File: src/tbb_pkg.sv
// Shared widths, register codes and types for the transformed bounding box block.
`timescale 1ns / 1ps
package tbb_pkg;

	localparam int COORD_W   = 32;
	localparam int COEF_W    = 16;
	localparam int COEF_FRAC = COEF_W - 4;
	localparam int AXES      = 3;
	localparam int ROW_W     = AXES * COEF_W;
	localparam int CFG_DATA_W = (ROW_W > COORD_W) ? ROW_W : COORD_W;
	localparam int CFG_IDX_W = 3;

	localparam logic [CFG_IDX_W-1:0] REG_ROW_X   = 3'd0;
	localparam logic [CFG_IDX_W-1:0] REG_ROW_Y   = 3'd1;
	localparam logic [CFG_IDX_W-1:0] REG_ROW_Z   = 3'd2;
	localparam logic [CFG_IDX_W-1:0] REG_SHIFT_X = 3'd3;
	localparam logic [CFG_IDX_W-1:0] REG_SHIFT_Y = 3'd4;
	localparam logic [CFG_IDX_W-1:0] REG_SHIFT_Z = 3'd5;

	// identity rows: 1.0 on the matching input
	localparam logic [ROW_W-1:0] ROW_X_RST = ROW_W'(1) << (COEF_FRAC + 2 * COEF_W);
	localparam logic [ROW_W-1:0] ROW_Y_RST = ROW_W'(1) << (COEF_FRAC + COEF_W);
	localparam logic [ROW_W-1:0] ROW_Z_RST = ROW_W'(1) << COEF_FRAC;

	localparam logic signed [COORD_W-1:0] COORD_MAX = {1'b0, {(COORD_W - 1){1'b1}}};
	localparam logic signed [COORD_W-1:0] COORD_MIN = {1'b1, {(COORD_W - 1){1'b0}}};

	// transform datapath
	localparam int PROD_W = COORD_W + COEF_W;
	localparam int SUM_W  = PROD_W + 2;
	localparam int TOT_W  = SUM_W - COEF_FRAC + 1;

	// radius datapath
	localparam int SQ_W      = 2 * COORD_W + 2;
	localparam int ROOT_W    = SQ_W / 2;
	localparam int REM_W     = ROOT_W + 3;
	localparam int ROOT_CNT_W = $clog2(ROOT_W);

	localparam int QUEUE_AW    = 2;
	localparam int QUEUE_DEPTH = 1 << QUEUE_AW;

	typedef struct packed {
		logic [AXES-1:0][ROW_W-1:0]   row;
		logic [AXES-1:0][COORD_W-1:0] shift;
	} cfg_t;

	typedef struct packed {
		logic                         last;
		logic [AXES-1:0][COORD_W-1:0] pt;
	} vtx_t;

	typedef struct packed {
		logic [AXES-1:0][COORD_W-1:0] mn;
		logic [AXES-1:0][COORD_W-1:0] mx;
		logic [AXES-1:0][COORD_W-1:0] ctr;
		logic [COORD_W-1:0]           radius;
	} res_t;

endpackage

File: src/tbb_queue.sv
// Short queue of transformed vertices between the front end and the box unit.
`timescale 1ns / 1ps
module tbb_queue import tbb_pkg::*; (
	input  logic clk,
	input  logic arst_n,
	input  logic push,
	input  vtx_t push_data,
	output logic full,
	input  logic pop,
	output logic q_valid,
	output vtx_t pop_data
);

	vtx_t                mem_q [QUEUE_DEPTH];
	logic [QUEUE_AW-1:0] wr_q, rd_q;
	logic [QUEUE_AW:0]   cnt_q;

	assign full     = cnt_q == (QUEUE_AW + 1)'(QUEUE_DEPTH);
	assign q_valid  = cnt_q != '0;
	assign pop_data = mem_q[rd_q];

	always_ff @(posedge clk or negedge arst_n) begin
		if (!arst_n) begin
			wr_q  <= '0;
			rd_q  <= '0;
			cnt_q <= '0;
		end else begin
			if (push) begin
				wr_q <= wr_q + 1'b1;
			end
			if (pop) begin
				rd_q <= rd_q + 1'b1;
			end
			if (push && !pop) begin
				cnt_q <= cnt_q + 1'b1;
			end else if (pop && !push) begin
				cnt_q <= cnt_q - 1'b1;
			end
		end
	end

	always_ff @(posedge clk) begin
		if (push) begin
			mem_q[wr_q] <= push_data;
		end
	end

endmodule

File: config.mk
export PLATFORM = sky130hd
export DESIGN_NAME = tbb_queue
export DESIGN_NICKNAME = d
export VERILOG_FILES = /design/src/tbb_pkg.sv /design/src/tbb_queue.sv
export SDC_FILE = /design/constraint.sdc
export NUM_CORES = 1
export LEC_CHECK = 0
export ABC_AREA = 1
export BUFFER_PORTS_ARGS = -buffer_cell sky130_fd_sc_hd__buf_2
export CORE_ASPECT_RATIO = 0.8
export CORE_UTILIZATION = 40
export CTS_CLUSTER_DIAMETER = 100
export DETAILED_ROUTE_END_ITERATION = 7
export PLACE_DENSITY_LB_ADDON = 0.05
export SYNTH_ARGS = -nofsm -noshare
export SYNTH_HDL_FRONTEND = slang
export SYNTH_SLANG_ARGS = --single-unit
File: constraint.sdc
create_clock -name clk -period 4.8 [get_ports clk]
set_input_delay 0.24 -clock clk [delete_from_list [all_inputs] [get_ports clk]]
set_output_delay 0.24 -clock clk [all_outputs]
set_load 0.1 [all_outputs]
# After elaboration in Yosys (flattened, before gate mapping)
# Memories as Yosys holds them, arrays and structs flattened.
# Cells that the tools add are included.
# Widths: inputs -> output; s select.
[totals] n_memories=1 out_inout_bits=99 input_bits=101 regBits=7 mem_bits_rw=388 word_cells=19
[memory_table] memory="mem_q" words=4 word_bits=97 read_ports=1 rd_ports_with_merged_regs=0 write_ports=1 line="tbb_queue.sv:14" text="vtx_t mem_q [QUEUE_DEPTH];"
[classes] n_mux=4 eq_ne=1 reduce_logical=6 n_addsub=4
[ops] operator="$mux 3" n=2
[ops] operator="$add 2x1->2 const B" n=2
[ops] operator="$add 3x1->3 const B" n=1
[ops] operator="$eq 3x3->1 const B" n=1
[ops] operator="$reduce_bool 3->1" n=1
[ops] operator="$sub 3x1->3 const B" n=1
[ops] operator="$logic_and 1x1->1" n=2
[ops] operator="$logic_not 1->1" n=2
[ops] operator="$mux 1" n=2
[ops] operator="$reduce_bool 2->1" n=1

# Depth between registers and ports, before layout
# Gate-level depths: netlist of the first run.
[logic_depth] depth_word=4 depth_mapped=9 ltp_nobuf=9

# Worst setup path before layout of the first run
# Ideal clock, no wire load.
[synth_path] kind="reg-to-reg" from="reg wr_q[0]" to="mem mem_q[2][0] (netlist bit) (enable)" path_buffers=0 arrival_ns=2.550 period_less_slack_ns=3.001 path_stages_with_launch=5 setup_time_ns=0.451 path_slack_ns=1.799 required_time_ns=4.349 cell_sequence="dfrtp_1 inv_1 ha_1 nand2_1 inv_1"
[synth_lines] item="from (decl)" line="tbb_queue.sv:15" text="logic [QUEUE_AW-1:0] wr_q, rd_q;"
[synth_lines] item="from (signal assigned)" line="tbb_queue.sv:29" text="wr_q <= wr_q + 1'b1;"
[synth_lines] item="to (decl)" line="tbb_queue.sv:14"
# No word-level cell before the write port.

==> flow_summary.toml, run 1 <==
[routing]
routed_wl_um = 32800
vias_per_cell = 4.61
drc = 0
antenna_left = 0
drtPass1Iterations = 6
avgRoutedWirePerCell_um = 16.4
vias = 9194
first_iter_violations = 489

[worst_setup_path]
r2r-end = "mem_q[0][41]$_DFFE_PP_"
required_ns = 4.56
critical_path.slowest_cell = "dfrtp_4"
startpoint = "rd_q[1]$_DFFE_PN0P_"
end_kind = "output pin"
crit_buf_inv = 3
crit_arrival_ns = 2.95
path_cells = "inv_4 -> buf_12 -> o211ai_1 -> nand2_1 -> buf_2"
cp.depth = 5
cp_max_fo = 68
setup.worst_path.start_class = "flop"
rr_startpoint = "wr_q[0]$_DFFE_PN0P_"
cp-endpoint = "pop_data[28]"
rrSetupSlack_ns = 2.55
reg2regPathDepth = 5
critPathKind = "flop to output pin"
slowest_delay_ns = 0.74
cp_top_family = "buffers and inverters"

[sta]
finalHoldViolCount = 0
slew_viol_final = 0
fin_hold_ws_ns = 0.0821
period_share = 0.665
min_period_ns = 3.19
fin_ws_ns = 1.61
fmax_mhz = 313
worst_pin_slew_ns = 0.952
tns_ns = 0
setup_viol = 0
skew_ns = 0.0107
grt_setup_unrepaired = "false"
maxSlewHeadroom = 0.366

[yosys]
ys_seq_elements = 395
postSynthNetCount = 1287
yosysSeqAreaShare = 0.755
synth.top_cell.area_share = 0.744
syn_area_um2 = 15700
yosys_warnings = 0
yosysUniqueCellTypes = 20
synth_top_area_cell = "edfxtp_1"
synth_edf_count = 388
async_flop_share = 0.0177
syn-instance-count = 1180
synth_area_leaders = "edfxtp_1 74%, o211ai_1 9.3%, nand2_1 7.3%"
synth_flop_cell = "edfxtp_1"
postSynthAreaPerCell_um2 = 13.3

[floorplanning]
num_io_pins = 200
start_util = 0.408
dieWidth_um = 223
rows = 64
dieArea_um2 = 40000
core_area_um2 = 38400
fp.dieH_um = 179

[placed_design]
hpwl_um = 17600
post-place-ws_ns = 2.12
port_buffers = 199
gp_congestion = 0.687

[cts]
numCtsBuffers = 42
cts_buffer_depth = 3
cts_tree = "yes"
clkSinkCount = 395
clock_latency_ns = 0.53
root_buffer = "clkbuf_16"
htreeDepth = 2
cts_resized = 0
post-cts-setup-buffer-count = 0
clkTransAtPathRegs_ns = 0.05

[job]
maxCapViolations = 0

[cells_and_area]
nFillCells = 3324
fin_util = 0.505
syn2layout_area_growth_pct = 23.8
layout-drive-gt1-share = 0.177
fin_nets = 1576

[run_status]
outcome = "completed"

[global_routing]
antenna_found_initial = 1
grt_max_degree = 179
grt_pass1_wl_um = 49800
gr-total-overflow = 0
track_usage = 0.163
grt_pass1_vias = 8723

[worst_hold_path]
hold_class = "input port to async pin"
cell usage in the layout, fill, tap and decap left out, types with 2 or more instances in the layout:
master         count
edfxtp_1         388
nand2_1          305
inv_1            201
buf_2            199
o211ai_1         194
dlygate4sd3_1    100
clkbuf_16         45
clkbuf_1          16
clkinv_1          10
buf_4              7
inv_4              5
ha_1               5
dfrtp_1            5
buf_12             4
xor2_1             3
dfrtp_4            2
cell families after synthesis:
kind of cell             share of synthesized area
AO/OA/AOI/OAI                               0.0933
XOR/XNOR                                   0.00224
adder cells (fa/ha/maj)                    0.00527
buffers and inverters                       0.0700
flip-flops                                   0.755
AND/OR/NAND/NOR                             0.0743
flip-flops by register name (all words and copies together), names as in the netlist:
signal / count
mem_q: 388
cnt_q: 3
rd_q: 2
wr_q: 2
Yosys cell counts, types with 3 or more instances:
cell type  count
buf_4          5
dfrtp_1        7
xor2_1         3
o211ai_1     194
ha_1           5
clkbuf_1      12
nand2_1      305
buf_2         43
inv_1        205
edfxtp_1     388
buf_1          4
cell type report:
class,instances,area (um^2),area share
Clock buffer,62,1200,0.0619
Antenna cell,1,2.50,0.000129
Inverter,206,786,0.0405
Tap cell,495,619,0.0319
Multi-Input combinational cell,514,2740,0.141
Timing Repair Buffer,310,2130,0.110
Clock inverter,13,80.1,0.00413
Sequential cell,395,11800,0.610
stage by stage:
stage                     instances  area (um^2)
after global routing           1996        19400
after CTS                      1995        19400
after global placement         1820        17100
after floorplan                1180        15700
after detailed placement       1820        17100
final                          1996        19400
per-layer routing:
metal	vias up	GRT usage	routed length, um	part of all wire
met5	-	0	0	0
met1	4279	0.222	15500	0.47
met2	173	0.264	15100	0.46
li1	4693	-	-	-
met4	0	0.0400	548	0.017
met3	49	0.0395	1600	0.049
what timing repair did:
item	in CTS	in global routing
hold endpoints to repair	398	0
endpoints found under the setup margin	0	0
hold buffers	100	0
how the worst min path moves through the flow:
stage,start,end
after floorplan,arst_n,cnt_q[0]$_DFFE_PN0P_
after detailed placement,arst_n,cnt_q[0]$_DFFE_PN0P_
final,arst_n,cnt_q[2]$_DFFE_PN0P_
after global routing,arst_n,cnt_q[2]$_DFFE_PN0P_
after global placement,arst_n,cnt_q[0]$_DFFE_PN0P_
after CTS,arst_n,cnt_q[2]$_DFFE_PN0P_
Power of run 1 is left out: the tool's default activity adds up to more than one toggle a clock period on the data nets, which glitch-free logic cannot reach.
==> run 2, diff against run 1 <==
- clock period: 4.8 -> 2.7 ns (I/O delays scaled with it)
==> run 2 against run 1 <==
Net effect:
- die area did not move
- register-to-register slack got worse by 1.8 ns
- global-route usage rose by 0.52 points
- final area rose by 6.0%
- cell count rose by 0.45%
- non-clock buffer count rose by 16
==> flow_summary.toml, run 2 (synthesis results as in run 1) <==
[placed_design]
hpwl_um = 18800
gp_congestion = 0.691
port_buffers = 199

[cts]
numCtsBuffers = 41
clock_latency_ns = 0.52
htreeDepth = 2
cts_tree = "yes"
clkTransAtPathRegs_ns = 0.06
root_buffer = "clkbuf_16"
cts_buffer_depth = 3
clkSinkCount = 395
cts_resized = 0

[cells_and_area]
fin_nets = 1591
mostFrequentLayoutCells = "388 x edfxtp_1, 305 x nand2_1, 201 x inv_1"
layout-drive-gt1-share = 0.189
regMostFlops = "mem_q"
final_common_cell = "edfxtp_1"
largest_reg_flops = 388
syn2layout_area_growth_pct = 31.3
reg.largest.list = "mem_q (388), cnt_q (3)"

[sta]
period_share = 0.918
setup_viol = 0
grt_setup_unrepaired = "false"
tns_ns = 0
finalHoldViolCount = 0
skew_ns = 0.00694
fmax_mhz = 404
worst_pin_slew_ns = 0.589
min_period_ns = 2.48
maxSlewHeadroom = 0.607
slew_viol_final = 0

[routing]
first_iter_violations = 570
drc = 0
drtPass1Iterations = 4
vias_per_cell = 4.72
antenna_left = 0
avgRoutedWirePerCell_um = 16.6
vias = 9454
routed_wl_um = 33300

[job]
maxCapViolations = 0

[worst_setup_path]
cp_max_fo = 56
crit_arrival_ns = 2.34
end_kind = "output pin"
critPathKind = "flop to output pin"
setup.worst_path.start_class = "flop"
required_ns = 2.57

[floorplanning]
core_area_um2 = 38400
dieWidth_um = 223
num_io_pins = 200
rows = 64
fp.dieH_um = 179
dieArea_um2 = 40000
start_util = 0.408

[worst_hold_path]
hold_class = "input port to flop"

[global_routing]
grt_max_degree = 98
grt_pass1_vias = 9158
track_usage = 0.168
gr-total-overflow = 0
grt_pass1_wl_um = 51500
antenna_found_initial = 2

[run_status]
outcome = "completed"
-- run 2: final timing paths --
check                                     startpoint                      to  slack, ns  cells after the start
worst max-delay path             rd_q[0]$_DFFE_PN0P_            pop_data[34]       0.22                      5
worst min-delay path                   push_data[79]  mem_q[2][79]$_DFFE_PP_       0.36                      2
worst max register to register   wr_q[0]$_DFFE_PN0P_  mem_q[0][23]$_DFFE_PP_       0.76                      5
worst min register to register  cnt_q[2]$_DFFE_PN0P_    cnt_q[2]$_DFFE_PN0P_       0.47                      2
max in group asynchronous                     arst_n     rd_q[0]$_DFFE_PN0P_       1.78                      3
min in group asynchronous                     arst_n    cnt_q[2]$_DFFE_PN0P_       0.59                      3
-- run 2: area by class of cell --
type,count,area (um^2)
inverter,206,791
clock buffer,53,1110
tap,495,619
fill,3273,17900
timing repair buffer,326,3370
multi-input combinational,514,2740
sequential,395,11800
clock inverter,15,91.3
antenna,1,2.50
-- run 2: critical path, stage by stage, from the launching register on --
cell and delay [ns]:
dfrtp_4 0.77, buf_12 0.24, buf_12 0.24, o211ai_1 0.13, nand2_1 0.21, buf_12 0.20
-- run 2: layer usage --
metal | track usage | vias up | share of wire
met4 | 0.0422 | 2 | 0.015
met3 | 0.0321 | 39 | 0.039
met2 | 0.268 | 161 | 0.45
met5 | 0 | - | 0.00030
met1 | 0.238 | 4530 | 0.49
li1 | - | 4722 | -
-- run 2: per-stage QoR --
| step | setup WS (ns) | hold WS (ns) | std cells | utilization | area (um^2) |
|---|---|---|---|---|---|
| floorplan | 0.0617 | -0.161 | 1180 | - | 15700 |
| global placement | 0.609 | -0.00810 | 1834 | 0.477 | 18300 |
| detailed placement | 0.580 | -0.00720 | 1834 | 0.477 | 18300 |
| CTS | 0.0121 | 0.331 | 2003 | 0.534 | 20500 |
| global route | 0.0620 | 0.344 | 2005 | 0.535 | 20600 |
| finish | 0.223 | 0.358 | 2005 | 0.535 | 20600 |
-- run 2: timing repair --
action / CTS / global route
setup buffers: 0 / 1
endpoints found under the hold margin: 399 / 0
endpoints found under the setup margin: 0 / 52
hold buffers: 101 / 0
Power of run 2 is left out for the same reason.
