**src/tbb_pkg.sv**
```systemverilog
// Shared widths, register codes and types for the transformed bounding box block.
`timescale 1ns / 1ps
package tbb_pkg;

	localparam int COORD_W   = 32;
	localparam int COEF_W    = 16;
	localparam int COEF_FRAC = COEF_W - 4;
	localparam int AXES      = 3;
	localparam int ROW_W     = AXES * COEF_W;
	localparam int CFG_DATA_W = (ROW_W > COORD_W) ? ROW_W : COORD_W;
	localparam int CFG_IDX_W = 3;

	localparam logic [CFG_IDX_W-1:0] REG_ROW_X   = 3'd0;
	localparam logic [CFG_IDX_W-1:0] REG_ROW_Y   = 3'd1;
	localparam logic [CFG_IDX_W-1:0] REG_ROW_Z   = 3'd2;
	localparam logic [CFG_IDX_W-1:0] REG_SHIFT_X = 3'd3;
	localparam logic [CFG_IDX_W-1:0] REG_SHIFT_Y = 3'd4;
	localparam logic [CFG_IDX_W-1:0] REG_SHIFT_Z = 3'd5;

	// identity rows: 1.0 on the matching input
	localparam logic [ROW_W-1:0] ROW_X_RST = ROW_W'(1) << (COEF_FRAC + 2 * COEF_W);
	localparam logic [ROW_W-1:0] ROW_Y_RST = ROW_W'(1) << (COEF_FRAC + COEF_W);
	localparam logic [ROW_W-1:0] ROW_Z_RST = ROW_W'(1) << COEF_FRAC;

	localparam logic signed [COORD_W-1:0] COORD_MAX = {1'b0, {(COORD_W - 1){1'b1}}};
	localparam logic signed [COORD_W-1:0] COORD_MIN = {1'b1, {(COORD_W - 1){1'b0}}};

	// transform datapath
	localparam int PROD_W = COORD_W + COEF_W;
	localparam int SUM_W  = PROD_W + 2;
	localparam int TOT_W  = SUM_W - COEF_FRAC + 1;

	// radius datapath
	localparam int SQ_W      = 2 * COORD_W + 2;
	localparam int ROOT_W    = SQ_W / 2;
	localparam int REM_W     = ROOT_W + 3;
	localparam int ROOT_CNT_W = $clog2(ROOT_W);

	localparam int QUEUE_AW    = 2;
	localparam int QUEUE_DEPTH = 1 << QUEUE_AW;

	typedef struct packed {
		logic [AXES-1:0][ROW_W-1:0]   row;
		logic [AXES-1:0][COORD_W-1:0] shift;
	} cfg_t;

	typedef struct packed {
		logic                         last;
		logic [AXES-1:0][COORD_W-1:0] pt;
	} vtx_t;

	typedef struct packed {
		logic [AXES-1:0][COORD_W-1:0] mn;
		logic [AXES-1:0][COORD_W-1:0] mx;
		logic [AXES-1:0][COORD_W-1:0] ctr;
		logic [COORD_W-1:0]           radius;
	} res_t;

endpackage

```
**src/tbb_back.sv**
```systemverilog
// Back end: running box, squared diagonal, bit-serial square root and result register.
`timescale 1ns / 1ps
module tbb_back import tbb_pkg::*; (
	input  logic clk,
	input  logic arst_n,
	input  logic q_valid,
	input  vtx_t pop_data,
	output logic pop,
	output logic out_valid,
	input  logic out_stall,
	output res_t res
);

	localparam logic [1:0] ST_IDLE = 2'd0;
	localparam logic [1:0] ST_SQ   = 2'd1;
	localparam logic [1:0] ST_ROOT = 2'd2;
	localparam logic [1:0] ST_DONE = 2'd3;

	logic [1:0]                state_q;
	logic [1:0]                sq_cnt_q;
	logic [ROOT_CNT_W-1:0]     root_cnt_q;
	logic signed [COORD_W-1:0] box_min_q [AXES];
	logic signed [COORD_W-1:0] box_max_q [AXES];
	logic [2*COORD_W-1:0]      prod_q;
	logic [SQ_W-1:0]           acc_q;
	logic [REM_W-1:0]          rem_q;
	logic [ROOT_W-1:0]         root_q;
	logic                      out_valid_q;
	res_t                      res_q;

	logic [COORD_W-1:0]        d_c;
	logic [REM_W-1:0]          rem_n, trial;
	logic                      load;
	logic signed [COORD_W:0]   mid_c [AXES];

	assign pop       = (state_q == ST_IDLE) && q_valid;
	assign load      = (state_q == ST_DONE) && (!out_valid_q || !out_stall);
	assign out_valid = out_valid_q;
	assign res       = res_q;

	always_comb begin
		case (sq_cnt_q)
			2'd0:    d_c = COORD_W'(box_max_q[0] - box_min_q[0]);
			2'd1:    d_c = COORD_W'(box_max_q[1] - box_min_q[1]);
			2'd2:    d_c = COORD_W'(box_max_q[2] - box_min_q[2]);
			default: d_c = '0;
		endcase
	end

	// one root bit per cycle: bring down two radicand bits, try 4*root+1
	assign rem_n = {rem_q[REM_W-3:0], acc_q[SQ_W-1:SQ_W-2]};
	assign trial = {1'b0, root_q, 2'b01};

	always_comb begin
		for (int a = 0; a < AXES; a++) begin
			mid_c[a] = (COORD_W + 1)'(box_min_q[a]) + (COORD_W + 1)'(box_max_q[a]);
		end
	end

	always_ff @(posedge clk or negedge arst_n) begin
		if (!arst_n) begin
			state_q     <= ST_IDLE;
			sq_cnt_q    <= '0;
			root_cnt_q  <= '0;
			out_valid_q <= 1'b0;
			for (int a = 0; a < AXES; a++) begin
				box_min_q[a] <= COORD_MAX;
				box_max_q[a] <= COORD_MIN;
			end
		end else begin
			if (load) begin
				out_valid_q <= 1'b1;
			end else if (!out_stall) begin
				out_valid_q <= 1'b0;
			end
			case (state_q)
				ST_IDLE: begin
					if (pop) begin
						for (int a = 0; a < AXES; a++) begin
							if ($signed(pop_data.pt[a]) < box_min_q[a]) begin
								box_min_q[a] <= $signed(pop_data.pt[a]);
							end
							if ($signed(pop_data.pt[a]) > box_max_q[a]) begin
								box_max_q[a] <= $signed(pop_data.pt[a]);
							end
						end
						if (pop_data.last) begin
							state_q  <= ST_SQ;
							sq_cnt_q <= '0;
						end
					end
				end
				ST_SQ: begin
					sq_cnt_q <= sq_cnt_q + 1'b1;
					if (sq_cnt_q == 2'd3) begin
						state_q    <= ST_ROOT;
						root_cnt_q <= '0;
					end
				end
				ST_ROOT: begin
					root_cnt_q <= root_cnt_q + 1'b1;
					if (root_cnt_q == ROOT_CNT_W'(ROOT_W - 1)) begin
						state_q <= ST_DONE;
					end
				end
				ST_DONE: begin
					if (load) begin
						state_q <= ST_IDLE;
						// re-arm for the next mesh
						for (int a = 0; a < AXES; a++) begin
							box_min_q[a] <= COORD_MAX;
							box_max_q[a] <= COORD_MIN;
						end
					end
				end
				default: begin
					state_q <= ST_IDLE;
				end
			endcase
		end
	end

	always_ff @(posedge clk) begin
		case (state_q)
			ST_IDLE: begin
				acc_q  <= '0;
				rem_q  <= '0;
				root_q <= '0;
			end
			ST_SQ: begin
				prod_q <= d_c * d_c;
				if (sq_cnt_q != 2'd0) begin
					acc_q <= acc_q + SQ_W'(prod_q);
				end
			end
			ST_ROOT: begin
				acc_q <= acc_q << 2;
				if (rem_n >= trial) begin
					rem_q  <= rem_n - trial;
					root_q <= {root_q[ROOT_W-2:0], 1'b1};
				end else begin
					rem_q  <= rem_n;
					root_q <= {root_q[ROOT_W-2:0], 1'b0};
				end
			end
			ST_DONE: begin
				if (load) begin
					for (int a = 0; a < AXES; a++) begin
						res_q.mn[a]  <= box_min_q[a];
						res_q.mx[a]  <= box_max_q[a];
						res_q.ctr[a] <= mid_c[a][COORD_W:1];
					end
					// half the root always fits the output width
					res_q.radius <= root_q[ROOT_W-1:1];
				end
			end
			default: begin
				acc_q <= acc_q;
			end
		endcase
	end

endmodule

```
**config.mk**
```make
export PLATFORM = sky130hd
export DESIGN_NAME = tbb_back
export DESIGN_NICKNAME = d
export VERILOG_FILES = /design/src/tbb_pkg.sv /design/src/tbb_back.sv
export SDC_FILE = /design/constraint.sdc
export NUM_CORES = 2
export LEC_CHECK = 0
export ABC_AREA = 1
export BUFFER_PORTS_ARGS = -buffer_cell sky130_fd_sc_hd__buf_4
export CELL_PAD_IN_SITES_DETAIL_PLACEMENT = 1
export CELL_PAD_IN_SITES_GLOBAL_PLACEMENT = 2
export CORE_MARGIN = 2
export CORE_UTILIZATION = 34
export CTS_CLUSTER_SIZE = 16
export DETAILED_ROUTE_END_ITERATION = 12
export PLACE_DENSITY = 0.84
export SLEW_MARGIN = 25
export SYNTH_ARGS = -nofsm -noshare
export SYNTH_HDL_FRONTEND = slang
export SYNTH_SLANG_ARGS = --single-unit
export TNS_END_PERCENT = 20
```
**constraint.sdc**
```tcl
create_clock -name clk -period 27.1 [get_ports clk]
set_clock_uncertainty 0.15 [all_clocks]
set_input_delay 5.42 -clock clk [delete_from_list [all_inputs] [get_ports clk]]
set_output_delay 5.42 -clock clk [all_outputs]
set_load 0.005 [all_outputs]
```
-- Word level (Yosys, flattened, before mapping)
Index checks and enable logic that the tools add are counted.
- bits in registers: 720
- bits of input ports: 101
- output and inout port bits: 322
- $add $sub $neg: 10
- multiply operators: 1
- magnitude comparators: 7
- equality and inequality tests: 20
- muxes and demuxes: 32
- reductions and logical operators: 24
- operator list (cell ; number):
    $mux W96 ; 4
    $pmux W96 S2 ; 2
    $pmux W66 S3 ; 1
    $mux W32 ; 6
    $add A32 B32 Y33 ; 3
    $gt A32 B32 Y1 ; 3
    $lt A32 B32 Y1 ; 3
    $pmux W32 S3 ; 1
    $sub A32 B32 Y32 ; 3
    $pmux W34 S2 ; 1
    $add A66 B64 Y66 ; 1
    $mux W66 ; 1
    $pmux W33 S2 ; 1
    $mul A32 B32 Y64 ; 1
    $ge A36 B35 Y1 ; 1
    $mux W34 ; 1
    $sub A34 B34 Y34 ; 1
    $reduce_and A4 Y1 ; 6
    $mux W2 ; 7
    $ne A2 B1 Y1 const B ; 7
    $ne A2 B2 Y1 const B ; 6
    $pmux W6 S2 ; 1
    $reduce_bool A2 Y1 ; 5
    $eq A2 B2 Y1 const B ; 4
    other kinds (16) ; 24

-- Longest topological paths before layout
- depth after elaboration: 5
- depth in mapped cells: 48
- depth with buffers taken out: 46

-- Worst setup path before layout
Ideal clock, no wire load.
- path kind: input -> register
- from: input port out_stall
- to: register res_q, in the netlist res[0] (enable)
- setup time: 1.108 ns
- arrival time: 20.757 ns
- slack: 5.085 ns
- stages on the path: 1
- buffers on the path: 0
- path through: a21oi_1
- longest elaborated chain between the ends: 4
- RTL lines (what ; RTL line ; source):
    from (decl) ; tbb_back.sv:10 ; input logic out_stall,
    $logic_not A1 Y1 ; - ;
    $logic_or A1 B1 Y1 ; tbb_back.sv:37 ; assign load = (state_q == ST_DONE) && (!out_valid_q || !out_stall);
    $logic_and A1 B1 Y1 ; tbb_back.sv:37 ;
    $reduce_and A2 Y1 (no source line) ; - ;
    to (decl) ; tbb_back.sv:29 ; res_t res_q;
No other way between the ends.
A chain may end at the register's enable or synchronous reset.

-- Worst setup path after layout
- from: input port q_valid
- to: output port pop
- longest elaborated chain between the ends: 1
- RTL lines (what ; RTL line ; source):
    from (decl) ; tbb_back.sv:6 ; input logic q_valid,
    $logic_and A1 B1 Y1 ; tbb_back.sv:36 ; assign pop = (state_q == ST_IDLE) && q_valid;
    to (decl) ; tbb_back.sv:8 ; output logic pop,
No other way between the ends.

==> impl_metrics.json <==
{
  "status": "completed",
  "layout_min_cycle_time_ns": 11.38,
  "synth_nets": 11309,
  "postCtsResizedCells": 0,
  "worst_pin_slew_ns": 1.16,
  "place_ws_ns": 15.72,
  "drt_iter0_drc": 3837,
  "finalSetupViolCount": 0,
  "num-fill-cells": 27860,
  "hold_class": "reg -> reg",
  "first_global_vias": 73695,
  "cp_max_fo": 2,
  "reg2reg_depth": 36,
  "gp_congestion": 0.956,
  "rsz0062_at_grt": "no",
  "vias_per_cell": 5.06,
  "syn_avg_cell_area_sq_um": 8.25,
  "hold_viol": 0,
  "critPathLaunchType": "primary input",
  "gr-total-overflow": 0,
  "hold_depth": 0,
  "cts-root-buf": "clkbuf_16",
  "path_class": "in -> out",
  "start_util": 0.342,
  "drv_cap": 0,
  "row_count": 177,
  "syn_to_final_growth_pct": 11.8,
  "design_area_sq_um": 89000,
  "wl_microns": 281000,
  "htree_num_levels": 3,
  "die_area_sq_um": 238000,
  "grt_pass1_wl_microns": 435000,
  "fmax_ghz": 0.0878,
  "numCtsBuffers": 86,
  "relSlewSlack": 0.221,
  "ys_ff_latch": 719,
  "final_nets": 11628,
  "cts_setup_buffers": 0,
  "clk_latency_ns": 0.77,
  "postSynthCellCount": 9642,
  "dpl.hpwl_microns": 229000,
  "wire_per_inst_microns": 21.3,
  "cts.sinks": 719,
  "antenna_found_initial": 3,
  "ys_seq_area_frac": 0.260,
  "grt_max_degree": 119,
  "cts_tree": "yes",
  "finalMaxSlewViolations": 0,
  "die_h_microns": 488,
  "drtAntennaViolNets": 0,
  "tns_ns": 0,
  "place_area_sq_um": 85900,
  "drc_errors": 0,
  "netlist_area_sq_um": 79600,
  "cts_hold_buffers": 0,
  "grt_usage": 0.236,
  "fin_crit_sh": 0.420,
  "drive_gt1_frac": 0.0938,
  "crit_arrival_ns": 5.81,
  "io_pins": 423,
  "required_ns": 21.53,
  "cts_buffer_depth": 3,
  "core_sq_um": 233000,
  "worst_setup_path_end_kind": "primary output",
  "die_width_microns": 488,
  "yosys_warnings": 0,
  "vias": 66655,
  "cts.clk_slew.worst_paths_ns": 0.06,
  "port_buffers": 422,
  "drt_first_pass_iters": 5,
  "synth.distinct_cells": 66,
  "fin_ws_ns": 15.72
}
-- layer usage --
layer	vias up	track usage	part of all wire
met2	1426	0.404	0.48
met4	0	0.0649	0.027
met1	33782	0.316	0.45
met5	-	0	0
met3	398	0.0257	0.041
li1	31049	-	-
-- final timing paths --
kind                                      startpoint                         to  slack, ns
max in group asynchronous                     arst_n  box_max_q[94]$_DFFE_PN0P_      20.08
setup reg to reg           box_min_q[38]$_DFFE_PN1P_       prod_q[57]$_DFFE_PP_      16.25
hold reg to reg             root_q[31]$_SDFFCE_PN0P_          res[30]$_DFFE_PP_       0.33
hold / removal              root_q[31]$_SDFFCE_PN0P_          res[30]$_DFFE_PP_       0.33
setup / recovery                             q_valid                        pop      15.72
min in group asynchronous                     arst_n  box_max_q[42]$_DFFE_PN0P_       4.59
-- through the flow --
step	util	hold WS (ns)	cells
after floorplan	-	0.276	9642
after global placement	0.369	0.287	13004
after detailed placement	0.369	0.317	13004
after CTS	0.382	0.332	13166
after global routing	0.382	0.344	13168
final	0.382	0.329	13168
-- critical path, stage by stage --
cell and delay (ns):
buf_4 0.12, nand2_1 0.09, inv_1 0.06, buf_4 0.13
-- cell usage after synthesis (all sizes together) --
master	instances	share of area
nor2	847	0.041
ha	755	0.12
xnor2	40	0.0044
fa	811	0.20
o21bai	65	0.0064
a21o	32	0.0030
o311a	1	0.00013
a21oi	700	0.045
clkinv	2	0.000094
nor4	26	0.0022
nor3	75	0.0048
or2	19	0.0015
o211a	1	0.00013
clkbuf	97	0.0046
nand4	65	0.0051
o22ai	2	0.00016
a221oi	7	0.00077
o2111ai	1	0.00011
dfstp	96	0.032
edfxtp	516	0.19
o221a	2	0.00028
dfrtp	107	0.034
o221ai	13	0.0016
and3	3	0.00024
xor2	150	0.017
nand2	1985	0.096
buf	142	0.011
inv	2017	0.095
o21ba	1	0.00013
nor3b	10	0.0011
a21boi	9	0.00085
and2	7	0.00055
o21ai	461	0.029
a31oi	32	0.0025
a211oi	8	0.00082
o21a	38	0.0036
a31o	5	0.00055
o211ai	26	0.0029
nand3b	82	0.0077
a211o	3	0.00033
nand3	383	0.026
-- placed cells by master (no fill, tap or decap), types with 86 or more instances in the layout --
master	n
a21oi_1	680
nor2_1	825
ha_1	752
buf_4	467
dfstp_2	96
fa_1	811
nand3_1	356
o21ai_0	439
clkbuf_16	86
xor2_1	150
inv_1	1969
edfxtp_1	516
dfrtp_1	107
nand2_1	1920
-- logic make-up (layout without fill, tap and decap cells) --
| kind of cell | after synthesis | count (layout) | synth area share |
|---|---|---|---|
| adder cells (fa/ha/maj) | 1566 | 1566 | 0.323 |
| AO/OA/AOI/OAI | 1407 | 1407 | 0.0982 |
| XOR/XNOR | 190 | 190 | 0.0209 |
| buffers and inverters | 2258 | 2651 | 0.111 |
| AND/OR/NAND/NOR | 3502 | 3502 | 0.187 |
| flip-flops | 719 | 719 | 0.260 |
| other | 0 | 1 | 0 |
-- sequential cells by signal, summed over array words and instances, names as in the netlist --
signal / flops
out_valid: 1
box_max_q: 96
sq_cnt_q: 2
root_q: 33
state_q: 2
root_cnt_q: 6
prod_q: 63
rem_q: 34
res: 320
acc_q: 66
box_min_q: 96
-- final cells by class --
| cell class | instances | area (sq um) | share of cell area |
|---|---|---|---|
| Multi-Input combinational cell | 6665 | 50200 | 0.563 |
| Clock inverter | 62 | 806 | 0.00905 |
| Antenna cell | 1 | 2.50 | 0.0000281 |
| Timing Repair Buffer | 470 | 3570 | 0.0401 |
| Sequential cell | 719 | 20700 | 0.232 |
| Tap cell | 3132 | 3920 | 0.0440 |
| Clock buffer | 100 | 2270 | 0.0256 |
| Inverter | 2019 | 7590 | 0.0853 |
Power is not shown: default switching activity piles up to over one toggle a cycle in this logic, so the estimate is an artifact.
